<file path="config.mk">
export PLATFORM = sky130hd
export DESIGN_NAME = pip_fifo
export DESIGN_NICKNAME = d
export VERILOG_FILES = /design/src/sv/pip_pkg.sv /design/src/sv/pip_fifo.sv
export SDC_FILE = /design/constraint.sdc
export NUM_CORES = 1
export LEC_CHECK = 0
export ABC_AREA = 1
export ABC_CLOCK_PERIOD_IN_PS = 26500
export BUFFER_PORTS_ARGS = -buffer_cell sky130_fd_sc_hd__buf_2
export CAP_MARGIN = 10
export CELL_PAD_IN_SITES_DETAIL_PLACEMENT = 1
export CELL_PAD_IN_SITES_GLOBAL_PLACEMENT = 1
export CORE_AREA = 10 10 281 175
export DETAILED_ROUTE_END_ITERATION = 10
export DIE_AREA = 0 0 291 185
export GPL_TIMING_DRIVEN = 0
export MAX_ROUTING_LAYER = met4
export PLACE_DENSITY_LB_ADDON = 0.1
export SLEW_MARGIN = 20
export SYNTH_ARGS = -nofsm -noshare
export SYNTH_HDL_FRONTEND = slang
export SYNTH_SLANG_ARGS = --single-unit
export TNS_END_PERCENT = 50
</file>
<file path="constraint.sdc">
create_clock -name clk_i -period 26.5 [get_ports clk_i]
set_input_delay 5.3 -clock clk_i [delete_from_list [all_inputs] [get_ports clk_i]]
set_output_delay 5.3 -clock clk_i [all_outputs]
set_load 0.05 [all_outputs]
</file>
<file path="src/sv/pip_pkg.sv">
// shared types, constants and edge helper for the point-in-polygon block
package pip_pkg;

  localparam int unsigned LatW  = 31;
  localparam int unsigned LonW  = 32;
  localparam int unsigned DLatW = LatW + 1;
  localparam int unsigned DLonW = LonW + 1;
  localparam int unsigned ProdW = DLatW + DLonW;

  localparam int unsigned JobFifoDepth = 2;

  // smallest ring that gets a real test
  localparam logic [1:0] RingMinVertices = 2'd3;

  typedef struct packed {
    logic                    straddle;
    logic                    dy_pos;
    logic signed [DLatW-1:0] a;
    logic signed [DLonW-1:0] dy;
    logic signed [DLatW-1:0] dx;
    logic signed [DLonW-1:0] b;
  } edge_t;

  typedef struct packed {
    edge_t reg_edge;
    edge_t close_edge;
    logic  last;
    logic  short_ring;
  } job_t;

  typedef struct packed {
    logic                    straddle;
    logic                    dy_pos;
    logic signed [ProdW-1:0] lhs;
    logic signed [ProdW-1:0] rhs;
  } prod_t;

  // operands for the crossing test of the edge from vertex i to vertex j
  function automatic edge_t make_edge(
    input logic signed [LatW-1:0] ilat,
    input logic signed [LonW-1:0] ilon,
    input logic signed [LatW-1:0] jlat,
    input logic signed [LonW-1:0] jlon,
    input logic signed [LatW-1:0] qlat,
    input logic signed [LonW-1:0] qlon
  );
    edge_t e;
    e.straddle = (ilon > qlon) != (jlon > qlon);
    e.dy       = DLonW'(jlon) - DLonW'(ilon);
    e.dy_pos   = !e.dy[DLonW-1] && (|e.dy);
    e.a        = DLatW'(qlat) - DLatW'(ilat);
    e.dx       = DLatW'(jlat) - DLatW'(ilat);
    e.b        = DLonW'(qlon) - DLonW'(ilon);
    return e;
  endfunction

endpackage

</file>
<file path="src/sv/pip_fifo.sv">
// short job queue between front and back end
module pip_fifo #(
  parameter int unsigned Depth = pip_pkg::JobFifoDepth
) (
  input  logic          clk_i,
  input  logic          rst_ni,
  input  logic          push_valid_i,
  output logic          push_ready_o,
  input  pip_pkg::job_t push_data_i,
  output logic          pop_valid_o,
  input  logic          pop_ready_i,
  output pip_pkg::job_t pop_data_o
);
  import pip_pkg::*;

  localparam int unsigned PtrW = (Depth > 1) ? $clog2(Depth) : 1;
  localparam int unsigned CntW = $clog2(Depth + 1);

  job_t            mem_q [Depth];
  logic [PtrW-1:0] wr_ptr_q, wr_ptr_d, rd_ptr_q, rd_ptr_d;
  logic [CntW-1:0] cnt_q, cnt_d;
  logic            push, pop;

  assign push_ready_o = cnt_q != CntW'(Depth);
  assign pop_valid_o  = cnt_q != '0;
  assign pop_data_o   = mem_q[rd_ptr_q];
  assign push         = push_valid_i && push_ready_o;
  assign pop          = pop_valid_o && pop_ready_i;

  always_comb begin
    wr_ptr_d = wr_ptr_q;
    rd_ptr_d = rd_ptr_q;
    cnt_d    = cnt_q;
    if (push) begin
      wr_ptr_d = (wr_ptr_q == PtrW'(Depth - 1)) ? '0 : wr_ptr_q + PtrW'(1);
    end
    if (pop) begin
      rd_ptr_d = (rd_ptr_q == PtrW'(Depth - 1)) ? '0 : rd_ptr_q + PtrW'(1);
    end
    if (push && !pop) begin
      cnt_d = cnt_q + CntW'(1);
    end else if (pop && !push) begin
      cnt_d = cnt_q - CntW'(1);
    end
  end

  always_ff @(posedge clk_i or negedge rst_ni) begin
    if (!rst_ni) begin
      wr_ptr_q <= '0;
      rd_ptr_q <= '0;
      cnt_q    <= '0;
    end else begin
      wr_ptr_q <= wr_ptr_d;
      rd_ptr_q <= rd_ptr_d;
      cnt_q    <= cnt_d;
    end
  end

  always_ff @(posedge clk_i) begin
    if (push) begin
      mem_q[wr_ptr_q] <= push_data_i;
    end
  end

endmodule

</file>
==> flow_metrics.py <==
metrics = {
    "final_layout": {
        "final_area_um2": 25400,
        "layout.cells.non_filler": 2693,
        "fin_nets": 2306,
        "layout-drive-gt1-share_pct": 33.3,
        "syn_to_final_growth_pct": 29.1,
    },
    "sta": {
        "setup_violations": 0,
        "period_needed_ps": 7400,
        "slew_viol_final": 0,
        "timing.slew.headroom_pct": 56.6,
        "grt_setup_unrepaired": "no",
        "clock_skew_ps": 18.7,
        "setup_tns_ps": 0,
        "fmax_mhz": 135,
        "hold_viol": 0,
        "tightestPinTransition_ps": 649,
        "post-route-period-util_pct": 27.9,
        "postLayoutSetupSlackWorst_ps": 19100,
    },
    "power": {
        "leakage_nw": 10.9,
        "comb_power_share_pct": 47.6,
        "internal-power_mw": 1.91,
        "seqPwrFrac_pct": 33.2,
        "p_total_mw": 3.61,
        "irDropWorstVdd_mv": 0.0970,
        "powerDensity_nw_per_um2": 142,
        "switching_share_pct": 46.9,
        "switchingPower_mw": 1.69,
        "clkPwrFrac_pct": 19.2,
    },
    "routing": {
        "drtIter0Drc": 654,
        "detail-route-antenna-nets": 0,
        "wirelength_um": 58200,
        "vias": 12900,
        "wire_per_inst_um": 21.6,
        "detail_route.vias_per_cell": 4.79,
        "firstDrtPassIters": 4,
        "drc": 0,
    },
    "global_routing": {
        "grt_use_met2_pct": 39.1,
        "grt_antenna_before_repair": 25,
        "grt-busiest-layer": "met2",
        "met3_usage_pct": 4.88,
        "grt_util_met1_pct": 22.1,
        "grt_max_degree": 27,
        "overflow": 0,
        "track_usage_pct": 21.3,
        "grt_pass1_vias": 13900,
        "grt_pass1_wl_um": 84300,
    },
    "synthesis": {
        "synth_xor_area_share_pct": 0.0891,
        "synth_top_family_by_area": "simple AND/OR/NAND/NOR gates",
        "synthCells": 1418,
        "synth_commonest_cells": "nand2_1 (808), edfxtp_1 (532), buf_2 (27)",
        "synth_largest_area_cell": "edfxtp_1",
        "synth_compound_area_share_pct": 0,
        "avgSynthCellArea_um2": 13.9,
        "ys_ff_latch": 536,
        "synthSimpleGateAreaFrac_pct": 15.5,
        "ys_seq_area_share_pct": 81.8,
        "async_reset_ff_share_pct": 0.746,
        "syn_area_um2": 19700,
        "synth_mux_area_share_pct": 0,
        "synth.distinct_cells": 16,
        "synth_top_cells_by_area": "edfxtp_1 (81%), nand2_1 (15%), buf_6 (1.4%)",
        "synth_fp_nets": 1689,
        "synth_edf_count": 532,
        "yosysWarnings": 0,
        "yosysMostFrequentCell": "nand2_1",
        "synthFlopType": "edfxtp_1",
        "synth_top_area_share_pct": 81.3,
        "yosys.area_share.adder_pct": 0.0636,
    },
    "setup_path": {
        "crit_fanout": 13,
        "startpoint_type": "register",
        "cp.required_ps": 21200,
        "critPathBufInv": 4,
        "slowest_stage": "dfrtp_1",
        "arrival_ps": 2100,
        "path_cells": "buf_4, buf_4, buf_2, nand2_1, nand2_1, buf_2",
        "path_delay_family": "buffers and inverters",
        "critical_path_class": "register to primary output",
        "critPathMaxStageDelay_ps": 330,
        "critPathCaptureType": "primary output",
    },
    "cts": {
        "postCtsSetupBuffers": 0,
        "cts.path.max_buffers": 3,
        "cts_buffers": 51,
        "clock_sinks": 536,
        "clk_latency_ps": 560,
        "holdBufCountCts": 0,
        "cts_resized": 0,
        "cts-root-buf": "clkbuf_16",
        "h-tree-depth": 2,
        "cts_tree": "done",
        "path_clk_slew_ps": 60,
    },
    "die": {
        "die_area_um2": 53800,
        "num_rows": 60,
        "chipHeight_um": 185,
        "io_pins": 538,
        "die_w_um": 291,
        "initial_core_util_pct": 44.5,
        "core_area_um2": 44100,
    },
    "place": {
        "post-place-ws_ps": 18820,
        "placed_cells": 2571,
        "place_congestion": 0.773,
        "hpwlAfterDp_um": 43300,
        "port_buffers": 537,
        "dpl-instance-area_um2": 23700,
    },
    "run_status": {
        "status": "finished clean",
    },
    "job": {
        "maxCapViolCount": 0,
    },
    "min_path": {
        "hold_class": "register to register",
    },
}
## final cells by class
class                           instances  area (um2)
Fill cell                            4560       18800
Sequential cell                       536       16100
Timing Repair Buffer                  564        3320
Multi-Input combinational cell        816        3100
Clock buffer                           67        1400
Tap cell                              589         737
Buffer                                 59         469
Clock inverter                         24         168
Antenna cell                           31        77.6
Inverter                                7        28.8
## cell usage in the layout, fill, tap and decap left out, drive strengths merged
master and instances:
xnor2 1, dfrtp 4, nor2 2, nand3 2
xor2 1, edfxtp 532, nand2 808, clkinvlp 1
clkbuf 69, buf 621, ha 1, bufinv 2
diode 31, nand4 1, clkinv 21, inv 7
## worst paths after layout
path                       startpoint               to  slack [ps]  cells after the start
setup / recovery             rd_ptr_q  pop_data_o[175]       19100                      6
setup reg to reg             cnt_q[0]     mem_q[1][76]       23640                     10
min in group asynchronous      rst_ni         cnt_q[0]        4540                      1
hold reg to reg              cnt_q[0]         cnt_q[0]         520                      1
max in group asynchronous      rst_ni         cnt_q[1]       21820                      1
hold / removal               cnt_q[0]         cnt_q[0]         520                      1
## cells by family after synthesis
group / count (synthesis)
flip-flops: 536
XOR/XNOR: 2
adder cells (fa/ha/maj): 1
AND/OR/NAND/NOR: 813
buffers and inverters: 66
## registers in the layout (all words and copies together), names as in the netlist
signal	cells
rd_ptr_q	1
mem_q	532
cnt_q	2
wr_ptr_q	1
## per-layer routing
metal,wire (um),part of all wire [%]
met1,20700,36
met2,32400,56
met3,3140,5.4
met4,1970,3.4
met5,0,0
## power groups by stage
stage	clock (mW)	sequential, mW	combinational, mW
after floorplan	0	1.30	1.18
after global placement	0	1.37	1.63
after detailed placement	0	1.22	1.74
after CTS	0.708	1.20	1.74
after global routing	0.749	1.21	1.82
final	0.693	1.20	1.71
## stage by stage
step           hold WS, ps  util, %
2_1_floorplan          462        -
3_3_place_gp           481     52.3
3_5_place_dp           519     53.8
4_1_cts                528     57.3
5_1_grt                573     57.5
6_report               521     57.5
(Power assumes the default switching activity.)
