`config.mk`:
```
export PLATFORM = sky130hd
export DESIGN_NAME = pip_front_flat
export DESIGN_NICKNAME = d
export VERILOG_FILES = /design/src/sv/pip_pkg.sv /design/src/sv/pip_if.sv /design/src/sv/pip_front.sv /design/src/flat_wrapper.sv
export SDC_FILE = /design/constraint.sdc
export NUM_CORES = 1
export LEC_CHECK = 0
export ABC_AREA = 1
export BUFFER_PORTS_ARGS = -buffer_cell sky130_fd_sc_hd__buf_2
export CORE_UTILIZATION = 59
export DETAILED_ROUTE_END_ITERATION = 10
export GPL_ROUTABILITY_DRIVEN = 0
export PLACE_DENSITY_LB_ADDON = 0.15
export SLEW_MARGIN = 20
export SYNTH_ARGS = -nofsm -noshare
export SYNTH_HDL_FRONTEND = slang
export SYNTH_SLANG_ARGS = --single-unit
```
`constraint.sdc`:
```
create_clock -name clk_i -period 8.8 [get_ports clk_i]
set_clock_uncertainty 0.1 [all_clocks]
set_input_delay 1.32 -clock clk_i [delete_from_list [all_inputs] [get_ports clk_i]]
set_output_delay 1.32 -clock clk_i [all_outputs]
set_load 0.005 [all_outputs]
```
`src/sv/pip_pkg.sv`:
```
// shared types, constants and edge helper for the point-in-polygon block
package pip_pkg;

  localparam int unsigned LatW  = 31;
  localparam int unsigned LonW  = 32;
  localparam int unsigned DLatW = LatW + 1;
  localparam int unsigned DLonW = LonW + 1;
  localparam int unsigned ProdW = DLatW + DLonW;

  localparam int unsigned JobFifoDepth = 2;

  // smallest ring that gets a real test
  localparam logic [1:0] RingMinVertices = 2'd3;

  typedef struct packed {
    logic                    straddle;
    logic                    dy_pos;
    logic signed [DLatW-1:0] a;
    logic signed [DLonW-1:0] dy;
    logic signed [DLatW-1:0] dx;
    logic signed [DLonW-1:0] b;
  } edge_t;

  typedef struct packed {
    edge_t reg_edge;
    edge_t close_edge;
    logic  last;
    logic  short_ring;
  } job_t;

  typedef struct packed {
    logic                    straddle;
    logic                    dy_pos;
    logic signed [ProdW-1:0] lhs;
    logic signed [ProdW-1:0] rhs;
  } prod_t;

  // operands for the crossing test of the edge from vertex i to vertex j
  function automatic edge_t make_edge(
    input logic signed [LatW-1:0] ilat,
    input logic signed [LonW-1:0] ilon,
    input logic signed [LatW-1:0] jlat,
    input logic signed [LonW-1:0] jlon,
    input logic signed [LatW-1:0] qlat,
    input logic signed [LonW-1:0] qlon
  );
    edge_t e;
    e.straddle = (ilon > qlon) != (jlon > qlon);
    e.dy       = DLonW'(jlon) - DLonW'(ilon);
    e.dy_pos   = !e.dy[DLonW-1] && (|e.dy);
    e.a        = DLatW'(qlat) - DLatW'(ilat);
    e.dx       = DLatW'(jlat) - DLatW'(ilat);
    e.b        = DLonW'(qlon) - DLonW'(ilon);
    return e;
  endfunction

endpackage

```
`src/sv/pip_if.sv`:
```
// vertex and result channel interfaces
interface pip_in_if;
  logic                               valid;
  logic                               ready;
  logic signed [pip_pkg::LatW-1:0]    vertex_lat;
  logic signed [pip_pkg::LonW-1:0]    vertex_lon;
  logic signed [pip_pkg::LatW-1:0]    query_lat;
  logic signed [pip_pkg::LonW-1:0]    query_lon;
  logic                               last_vertex;

  modport source (output valid, vertex_lat, vertex_lon, query_lat, query_lon, last_vertex,
                  input ready);
  modport sink   (input valid, vertex_lat, vertex_lon, query_lat, query_lon, last_vertex,
                  output ready);
endinterface


```
`src/sv/pip_front.sv`:
```
// front end: ring tracking and edge operand setup
module pip_front (
  input  logic            clk_i,
  input  logic            rst_ni,
  pip_in_if.sink          in_i,
  output logic            job_valid_o,
  output pip_pkg::job_t   job_o,
  input  logic            job_ready_i
);
  import pip_pkg::*;

  logic [1:0]             count_q, count_d;
  logic signed [LatW-1:0] first_lat_q, first_lat_d, prev_lat_q, prev_lat_d, qlat_q, qlat_d;
  logic signed [LonW-1:0] first_lon_q, first_lon_d, prev_lon_q, prev_lon_d, qlon_q, qlon_d;
  logic                   accept;
  logic                   ring_start;
  edge_t                  reg_e, close_e;

  assign in_i.ready  = job_ready_i;
  assign job_valid_o = in_i.valid;
  assign accept      = in_i.valid && in_i.ready;
  assign ring_start  = (count_q == 2'd0);

  always_comb begin
    reg_e   = make_edge(in_i.vertex_lat, in_i.vertex_lon, prev_lat_q, prev_lon_q,
                        qlat_q, qlon_q);
    close_e = make_edge(first_lat_q, first_lon_q, in_i.vertex_lat, in_i.vertex_lon,
                        qlat_q, qlon_q);
    reg_e.straddle   = reg_e.straddle && !ring_start;
    close_e.straddle = close_e.straddle && in_i.last_vertex &&
                       (count_q >= RingMinVertices - 2'd1);
    job_o.reg_edge   = reg_e;
    job_o.close_edge = close_e;
    job_o.last       = in_i.last_vertex;
    job_o.short_ring = count_q < RingMinVertices - 2'd1;
  end

  always_comb begin
    count_d     = count_q;
    first_lat_d = first_lat_q;
    first_lon_d = first_lon_q;
    prev_lat_d  = prev_lat_q;
    prev_lon_d  = prev_lon_q;
    qlat_d      = qlat_q;
    qlon_d      = qlon_q;
    if (accept) begin
      if (ring_start) begin
        first_lat_d = in_i.vertex_lat;
        first_lon_d = in_i.vertex_lon;
        qlat_d      = in_i.query_lat;
        qlon_d      = in_i.query_lon;
      end
      prev_lat_d = in_i.vertex_lat;
      prev_lon_d = in_i.vertex_lon;
      if (in_i.last_vertex) begin
        count_d = 2'd0;
      end else if (count_q < RingMinVertices) begin
        count_d = count_q + 2'd1;
      end
    end
  end

  always_ff @(posedge clk_i or negedge rst_ni) begin
    if (!rst_ni) begin
      count_q <= 2'd0;
    end else begin
      count_q <= count_d;
    end
  end

  always_ff @(posedge clk_i) begin
    first_lat_q <= first_lat_d;
    first_lon_q <= first_lon_d;
    prev_lat_q  <= prev_lat_d;
    prev_lon_q  <= prev_lon_d;
    qlat_q      <= qlat_d;
    qlon_q      <= qlon_d;
  end

endmodule

```
`src/flat_wrapper.sv`:
```
// flat-port wrapper written by rule: the top's interface ports become plain ports
module pip_front_flat import pip_pkg::*;
  (clk_i, rst_ni, job_valid_o, job_o, job_ready_i, in_i_valid, in_i_vertex_lat, in_i_vertex_lon, in_i_query_lat, in_i_query_lon, in_i_last_vertex, in_i_ready);
  pip_in_if in_i_i ();
  input  logic clk_i;
  input  logic rst_ni;
  output logic job_valid_o;
  output pip_pkg::job_t job_o;
  input  logic job_ready_i;
  input wire logic [$bits(in_i_i.valid)-1:0] in_i_valid;
  input wire logic [$bits(in_i_i.vertex_lat)-1:0] in_i_vertex_lat;
  input wire logic [$bits(in_i_i.vertex_lon)-1:0] in_i_vertex_lon;
  input wire logic [$bits(in_i_i.query_lat)-1:0] in_i_query_lat;
  input wire logic [$bits(in_i_i.query_lon)-1:0] in_i_query_lon;
  input wire logic [$bits(in_i_i.last_vertex)-1:0] in_i_last_vertex;
  output wire logic [$bits(in_i_i.ready)-1:0] in_i_ready;
  assign in_i_i.valid = in_i_valid;
  assign in_i_i.vertex_lat = in_i_vertex_lat;
  assign in_i_i.vertex_lon = in_i_vertex_lon;
  assign in_i_i.query_lat = in_i_query_lat;
  assign in_i_i.query_lon = in_i_query_lon;
  assign in_i_i.last_vertex = in_i_last_vertex;
  assign in_i_ready = in_i_i.ready;
  pip_front u_core (.clk_i(clk_i), .rst_ni(rst_ni), .in_i(in_i_i), .job_valid_o(job_valid_o), .job_o(job_o), .job_ready_i(job_ready_i));
endmodule
```
==> metrics.cfg <==
[power_and_ir_drop]
ir_drop_mv=0.158
p_leak_nw=14.2
p_per_area_nw_per_um2=149

[timing]
min_period_ps=5320
slew_headroom_pct=36.1
fmax_ghz=0.188
final_max_slew_viol_count=0
tns_ps=0
setup_viol=0
rsz0062_at_grt=false
worst_pin_slew_ps=958
fin_crit_sh_pct=60.5
final_hold_viol_count=0

[placed_design]
dp_hpwl_mm=62.5
dpl_cell_area_um2=25100
dp.cells=4228
port_buffers=398

[die]
io_pins=399
initial_utilization_pct=59.9
die_area_um2=38900
coreArea_um2=37600
die_h_um=197
die_w_um=197
rows=71

[clock_tree]
cts_setup_buffers=0
htree_levels=4
cts_tree=done
hold_buffers=0
cts_buffer_depth=2
cts_made_buffers=17
clock_latency_ps=470
ctsResizeCount=0
path_clk_slew_ps=70
cts_sinks=191
cts-root-buf=clkbuf_16

[detailed_routing]
wirelength_mm=75.0
drc=0
ant_nets=0
via_per_inst=5.69
firstDrtPassIters=7
wl_per_cell_um=17.6
drtIter0Drc=1983
via_count=24300

[global_route]
antenna_found_initial=3
grt_max_degree=76
grt.total_usage_pct=38.0
overflow=0
grt_pass1_vias=23400
grt_pass1_wl_mm=114

[critical_path]
crit_type=input pin to output pin
worst_setup_path_end_kind=output pin
start_kind=input pin
critPathArrivalTime_ps=3900
cp.required_ps=7380
critPathMaxFanout=6

[synthesis]
syn_nets=3750
yosysWarnings=0
synthCells=3322
yosysUniqueCellTypes=44
synth_seq_cells=191
ys.flop_type=edfxtp_1
synth_edf_count=189
async_flop_share_pct=1.05
synth.avg_cell_area_um2=6.77
synth_area_um2=22500
ys_seq_area_share_pct=25.4

[final_layout]
stdcell_count=4263
drive_above_1_share_pct=12.8
finalInstanceArea_um2=25700
fin_nets=4164
synthToLayoutAreaGrowth_pct=14.1

[run_status]
status=complete, no violations

[flow_run]
drv_cap=0

[worst_hold_path]
worstHoldPathType=input pin to async pin

## layout by cell type, fill, tap and decap left out, types with 8 or more instances in the layout
cell | synthesis | routed
a21o_1 | 43 | 43
a21oi_1 | 245 | 245
a31oi_1 | 36 | 36
buf_2 | 1 | 398
clkbuf_16 | 0 | 17
edfxtp_1 | 189 | 189
fa_1 | 8 | 8
ha_1 | 289 | 289
inv_1 | 615 | 614
inv_2 | 9 | 10
nand2_1 | 955 | 955
nand2_2 | 11 | 11
nand3_1 | 157 | 157
nand4_1 | 30 | 30
nor2_1 | 323 | 322
nor2_2 | 8 | 8
nor3_1 | 40 | 40
o211ai_1 | 13 | 13
o21a_1 | 11 | 11
o21ai_0 | 63 | 63
o21ai_1 | 14 | 14
o21ai_2 | 14 | 14
o221ai_1 | 14 | 14
xnor2_1 | 39 | 39
xor2_1 | 145 | 145
## power breakdown
part	switching (mW)	total (mW)	internal [mW]
logic	1.24	1.95	0.712
registers	0.0401	1.12	1.08
clock network	0.360	0.747	0.388
total	1.64	3.82	2.18
## area by class of cell
type | count | area (um2)
Antenna cell | 3 | 7.51
Timing Repair Buffer | 401 | 2010
Sequential cell | 191 | 5730
Multi-Input combinational cell | 2499 | 14400
Clock inverter | 14 | 115
Clock buffer | 18 | 429
Tap cell | 511 | 639
Inverter | 626 | 2350
Fill cell | 3249 | 11900
## flip-flops by register name, indices dropped and copies added, names as in the netlist
name,flops
u_core.count_q,2
u_core.first_lat_q,31
u_core.first_lon_q,32
u_core.qlon_q,32
u_core.prev_lat_q,31
u_core.prev_lon_q,32
u_core.qlat_q,31
## synthesized netlist by cell type (2+ instances only)
master	instances	area, um2
a21boi_1	4	30.0
nor3_1	40	200
a221oi_1	6	52.6
buf_4	3	22.5
nor4_1	4	25.0
o21ai_2	14	123
xnor2_1	39	342
nand2_1	955	3580
nand2_2	11	68.8
o31ai_1	4	30.0
o21ai_0	63	315
nand3_1	157	786
nor2_2	8	50.1
nand3b_1	3	22.5
ha_1	289	3620
o21ai_1	14	70.1
fa_1	8	160
a31oi_1	36	225
a21o_1	43	323
and3_1	4	25.0
xor2_1	145	1270
nor2_1	323	1210
o211ai_1	13	97.6
nand3_2	4	40.0
a21oi_1	245	1230
clkinv_1	2	7.51
o21a_1	11	82.6
o21bai_1	5	37.5
inv_2	9	33.8
o221ai_1	14	123
edfxtp_1	189	5680
inv_1	615	2310
nand4_1	30	188
dfrtp_1	2	50.1
## final timing paths
path	from	to	slack, ps	depth (start not counted)
setup / recovery	in_i_vertex_lon[1]	job_o[132]	3480	20
hold / removal	rst_ni	u_core.count_q[1]$_DFFE_PN0P_	520	1
setup reg to reg	u_core.count_q[1]$_DFFE_PN0P_	u_core.first_lat_q[8]$_DFFE_PP_	5940	6
hold reg to reg	u_core.count_q[0]$_DFFE_PN0P_	u_core.count_q[0]$_DFFE_PN0P_	560	3
max in group asynchronous	rst_ni	u_core.count_q[0]$_DFFE_PN0P_	7990	1
min in group clk_i	u_core.count_q[0]$_DFFE_PN0P_	u_core.count_q[0]$_DFFE_PN0P_	560	3
## routing by layer
layer	vias up	wire length (um)	GRT usage, %
li1	11600	-	-
met1	11000	26600	40.1
met3	326	6230	6.03
met5	-	0	0
met4	0	5360	27.2
met2	1298	36800	68.6
## worst max-delay path, stage by stage
cell and delay, ps:
buf_2 190, inv_1 170, fa_1 490, inv_1 100
nand3_1 70, nand3_1 170, nand2_1 90, nand2_1 150
nand2_1 100, nand2_1 140, nand2_1 90, nand2_1 70
nand2_1 50, nand2_1 80, nand2_1 50, nor2_1 130
nand3_1 160, nand2_1 110, inv_1 40, buf_2 110
## logic make-up after synthesis
kind of cell / synth area share, %
buffers and inverters: 10.6
and+or+nand+nor: 27.6
adders and majority gates: 16.8
xor gates and xnor gates: 7.23
DFF: 25.4
AOI/OAI and AO/OA: 12.3
## stage by stage
stage	utilization (%)	power [mW]	hold WS, ps	setup WS (ps)
detailed placement	66.9	3.03	541	3590
finish	68.3	3.82	517	3480
global placement	66.9	2.98	509	3670
global route	68.3	4.04	507	3200
floorplan	-	2.31	467	1460
CTS	68.3	3.77	503	3600
Note: power is estimated with default switching activity, not from simulation.
